### config.mk
export PLATFORM = sky130hd
export DESIGN_NAME = lzd_outq
export DESIGN_NICKNAME = d
export VERILOG_FILES = /design/src/lzd_pkg.sv /design/src/lzd_outq.sv
export SDC_FILE = /design/constraint.sdc
export NUM_CORES = 1
export LEC_CHECK = 0
export BUFFER_PORTS_ARGS = -buffer_cell sky130_fd_sc_hd__buf_4
export CAP_MARGIN = 10
export CORE_UTILIZATION = 49
export CTS_CLUSTER_DIAMETER = 80
export DETAILED_ROUTE_END_ITERATION = 6
export MAX_ROUTING_LAYER = met4
export PLACE_DENSITY = 0.79
export SLEW_MARGIN = 30
export SYNTH_ARGS = -nofsm -noshare
export SYNTH_HDL_FRONTEND = slang
export SYNTH_SLANG_ARGS = --single-unit
### constraint.sdc
create_clock -name i_clk -period 3.2 [get_ports i_clk]
set_clock_uncertainty 0.2 [all_clocks]
set_input_delay 0.32 -clock i_clk [delete_from_list [all_inputs] [get_ports i_clk]]
set_output_delay 0.32 -clock i_clk [all_outputs]
set_load 0.01 [all_outputs]
### src/lzd_pkg.sv
// ----------------------------------------------------------------------------
// LZ77 bit-packed decoder package
// Shared result kinds, header constants and the handshake structs that pass
// between the token sequencer and the result queue.
// ----------------------------------------------------------------------------
package lzd_pkg;

    // Result kinds carried on the output tuser field.
    typedef enum logic [1:0] {
        KIND_DATA    = 2'd0,
        KIND_HDR_ERR = 2'd1,
        KIND_OFF_ERR = 2'd2,
        KIND_END     = 2'd3
    } t_kind;

    // First header byte: the flag-mode bit and the offset width field.
    localparam int unsigned HDR_FLAG_BIT   = 7;
    localparam logic [6:0]  HDR_WIDTH_MASK = 7'h7F;

    // Largest offset width that any build may be configured for.
    localparam int unsigned OFFSET_BITS_LIMIT = 24;

    // Literal width in bits.
    localparam int unsigned LIT_BITS = 8;

    // Request from the sequencer: one result, or the end of the current input byte.
    typedef struct packed {
        logic        valid;
        logic        done;
        t_kind       kind;
        logic [7:0]  data;
    } t_emit;

    // Answer from the result queue: which request may complete this cycle.
    typedef struct packed {
        logic emit_ok;
        logic done_ok;
    } t_sink;

endpackage

### src/lzd_outq.sv
// ----------------------------------------------------------------------------
// Result queue
// Holds the newest result back by one so that the last result of an input
// byte can be marked once the sequencer reports that the byte is finished,
// and drives the output register.
// ----------------------------------------------------------------------------
module lzd_outq (
    input  logic               i_clk,
    input  logic               i_rst_n,
    input  lzd_pkg::t_emit     i_emit,
    output lzd_pkg::t_sink     o_sink,
    output logic               o_valid,
    input  logic               i_ready,
    output lzd_pkg::t_kind     o_kind,
    output logic [7:0]         o_data,
    output logic               o_last
);

    logic            r_p_valid, n_p_valid;
    lzd_pkg::t_kind  r_p_kind, n_p_kind;
    logic [7:0]      r_p_data, n_p_data;
    logic            r_o_valid, n_o_valid;
    lzd_pkg::t_kind  r_o_kind, n_o_kind;
    logic [7:0]      r_o_data, n_o_data;
    logic            r_o_last, n_o_last;
    logic            out_free;
    logic            slot_ok;
    logic            emit_fire;
    logic            done_fire;

    // The pending slot may move on whenever the output register is free.
    assign out_free  = !r_o_valid || i_ready;
    assign slot_ok   = !r_p_valid || out_free;
    assign emit_fire = i_emit.valid && slot_ok;
    assign done_fire = i_emit.done && slot_ok;

    assign o_sink.emit_ok = slot_ok;
    assign o_sink.done_ok = slot_ok;

    // Next state of the pending slot and the output register.
    always_comb begin
        n_p_valid = r_p_valid;
        n_p_kind  = r_p_kind;
        n_p_data  = r_p_data;
        n_o_valid = r_o_valid;
        n_o_kind  = r_o_kind;
        n_o_data  = r_o_data;
        n_o_last  = r_o_last;
        if (r_o_valid && i_ready) begin
            n_o_valid = 1'b0;
        end
        if ((emit_fire || done_fire) && r_p_valid) begin
            n_o_valid = 1'b1;
            n_o_kind  = r_p_kind;
            n_o_data  = r_p_data;
            n_o_last  = done_fire;
        end
        if (emit_fire) begin
            n_p_valid = 1'b1;
            n_p_kind  = i_emit.kind;
            n_p_data  = i_emit.data;
        end else if (done_fire) begin
            n_p_valid = 1'b0;
        end
    end

    // Control registers.
    always_ff @(posedge i_clk) begin
        if (!i_rst_n) begin
            r_p_valid <= 1'b0;
            r_o_valid <= 1'b0;
        end else begin
            r_p_valid <= n_p_valid;
            r_o_valid <= n_o_valid;
        end
    end

    // Payload registers.
    always_ff @(posedge i_clk) begin
        r_p_kind <= n_p_kind;
        r_p_data <= n_p_data;
        r_o_kind <= n_o_kind;
        r_o_data <= n_o_data;
        r_o_last <= n_o_last;
    end

    assign o_valid = r_o_valid;
    assign o_kind  = r_o_kind;
    assign o_data  = r_o_data;
    assign o_last  = r_o_last;

    // The sequencer never reports a result and the end of a byte together.
    a_emit_done_excl: assert property (@(posedge i_clk) disable iff (!i_rst_n)
        !(i_emit.valid && i_emit.done))
        else $error("result and end of byte requested together");

    // Finishing a byte with a result held back sends that result out marked last.
    a_done_marks_last: assert property (@(posedge i_clk) disable iff (!i_rst_n)
        (done_fire && r_p_valid) |=> (r_o_valid && r_o_last && !r_p_valid))
        else $error("last result of a byte not marked");

    // Finishing a byte always empties the pending slot.
    a_done_empties: assert property (@(posedge i_clk) disable iff (!i_rst_n)
        done_fire |=> !r_p_valid)
        else $error("pending result left behind after end of byte");

    // Only data results carry a byte value.
    a_nondata_zero: assert property (@(posedge i_clk) disable iff (!i_rst_n)
        (r_o_valid && r_o_kind != lzd_pkg::KIND_DATA) |-> (r_o_data == 8'd0))
        else $error("non-data result carries a byte value");

endmodule

==> impl_results.md <==
- Status: finished, final reports clean
- Vias: 434
- Vias per cell: 4.77
- Data arrival, critical path: 1.51 ns
- Final cycle utilization of the critical path: 55.6%
- Synth area leader: edfxtp_1
- Drc violations: 0
- P_leak: 0.000438 uW
- Seq/Total Area, Yosys: 86.5%
- Share of cells above drive strength 1: 46.1%
- DRT iter0 DRCs: 12
- Final min period: 1.78 ns
- Worst setup path endpoint: o_data[2]
- CTS tree: built
- Dpl cells: 77
- Fin cells: 91
- Initial antenna violation count: 0
- Worst setup startpoint: r_p_valid
- Syn nets: 51
- Crit path max fanout: 11
- Worst-path clk slew: 0.11 ns
- Remaining antenna violation count after routing: 0
- Startpoint types: flip-flop
- # diodes: 0
- Worst-skew pair later-pin latency: 0.29 ns
- DP HPWL: 762 um
- Yosys top cell area share: 81.3%
- Final Setup Violations: 0
- Area contributors post-synth: edfxtp_1 (81%), dfxtp_1 (5.2%), a31oi_4 (2.7%)
- Peak Freq: 563 MHz
- R2R cell count: 2
- Total CTS buffers: 3
- Critical path required time: 2.93 ns
- Max Slew Vio Count: 0
- IO Port Bufs: 28
- Design area: 1120 um2
- Mapped Area: 776 um2
- RR Startpoint: r_p_valid
- #FFs+latches synth: 23
- TNS Setup: 0 ns
- Initial Util: 56.1%
- Worst relative slew slack: 41.8%
- Post_cts resized: 0
- HP Class: in -> reg
- Mapped Cells: 36
- RSZ-0062 raised after global routing: no
- Worst reg-to-reg setup slack: 1.42 ns
- Die width: 41.8 um
- Row count: 13
- GR Overflow Total: 0
- VDD IR max: 0.000285 V
- CP Class: reg -> reg
- Warnings from Yosys: 0
- Max Cap Viol: 0
- Drt first pass iters: 4
- Cell area power density: 469 nW/um2
- CP Capture Type: flip-flop
- Reg2Reg Capture Point: o_data[2]
- # nets final: 92
- CTS Root Cell: clkbuf_4
- Core Footprint: 1380 um2
- Syn-to-layout area delta: 44.4%
- Number of global-route vias before repair: 409
- DR WL/cell: 12.3 um
- Total global-route track usage: 14.1%
- Post-DP Area: 990 um2
- Clock Tree Buf Depth: 2
- Syn avg cell area: 21.5 um2
- Worst-Margin Slew: 0.870 ns
- H-tree levels: 1
- Final GP Congestion: 0.713
- IO Count: 29
- First-pass GRT wire length: 1.77 mm
- Final Hold Fails: 0
- Die height: 41.8 um
- Die area: 1750 um2
- Final Core Density: 81.0%
- Largest net degree at the start of global routing: 13
- Unique masters post-synth: 12
- Clock sink count: 23
- Drt total wl: 1.12 mm
[how the worst min path moves through the flow]
stage                start  cells after the start          end  slack, ns
6_report        i_emit[10]                      2    r_p_valid       0.04
5_1_grt         i_emit[10]                      2    r_p_valid       0.02
4_1_cts          i_emit[2]                      1  r_p_data[2]      0.003
3_5_place_dp   r_p_data[4]                      0    o_data[4]       0.20
3_3_place_gp   r_p_data[3]                      0    o_data[3]       0.20
2_1_floorplan  r_p_data[0]                      0    o_data[0]       0.20
[repair_timing]
action                    CTS  global route
hold buffers                9             1
buffers inserted            0             0
hold endpoints to repair    9             1
[layout make-up]
| cell class | instances | area [um2] |
|---|---|---|
| clock buffer | 4 | 26.3 |
| fill | 77 | 263 |
| inverter | 1 | 3.75 |
| multi-input combinational | 10 | 90.1 |
| sequential | 23 | 671 |
| tap | 15 | 18.8 |
| timing repair buffer | 38 | 310 |
[Yosys cell counts (all sizes together)]
library cell	n
inv	1
o21ai	2
a21boi	2
buf	2
nand2	1
nor2b	1
edfxtp	21
a31oi	1
nand2b	1
a21oi	1
nor2	1
dfxtp	2
[logic make-up after synthesis]
logic type | Yosys count | share of synthesized area, %
AO/OA/AOI/OAI | 6 | 6.61
buffers and inverters | 3 | 2.42
flip-flops | 23 | 86.5
AND/OR/NAND/NOR | 4 | 4.51
[state kept, by name, summed over array words and instances (netlist names)]
signal	flops
o_data	8
r_p_data	8
o_kind	2
r_p_kind	2
o_last	1
o_valid	1
r_p_valid	1
[placed cells by master, fill, tap and decap left out, drive strengths merged]
master,count
a21oi,1
nand2b,1
inv,1
clkbuf,4
nor2,1
nand2,1
o21ai,2
a21boi,2
nor2b,1
buf,28
a31oi,1
dfxtp,2
dlygate4sd3,10
edfxtp,21
[where the power goes]
part           switching (uW)  internal (uW)
combinational            20.8           31.4
sequential               5.44            346
clock                    73.7           48.4
total                     100            426
[per-layer routing]
| layer | vias up | part of all wire [%] | track usage [%] |
|---|---|---|---|
| met4 | 0 | 0 | 3.87 |
| met1 | 203 | 41 | 17.2 |
| met5 | - | 0 | - |
| li1 | 212 | - | - |
| met3 | 0 | 7.0 | 4.78 |
| met2 | 19 | 52 | 22.5 |
[metrics by stage]
step / setup slack [ns] / power, uW / hold WS (ns)
after floorplan: 1.55 / 373 / 0.200
after global placement: 1.48 / 399 / 0.201
after detailed placement: 1.37 / 401 / 0.205
after CTS: 1.35 / 529 / 0.00320
after global routing: 1.28 / 550 / 0.0184
final: 1.42 / 526 / 0.0450
[critical path, cell delays in order, from the launching register on]
cell,delay [ns]
dfxtp_1,0.43
o21ai_1,0.11
nor2_1,0.67
Power figures use the tool's default switching activity.
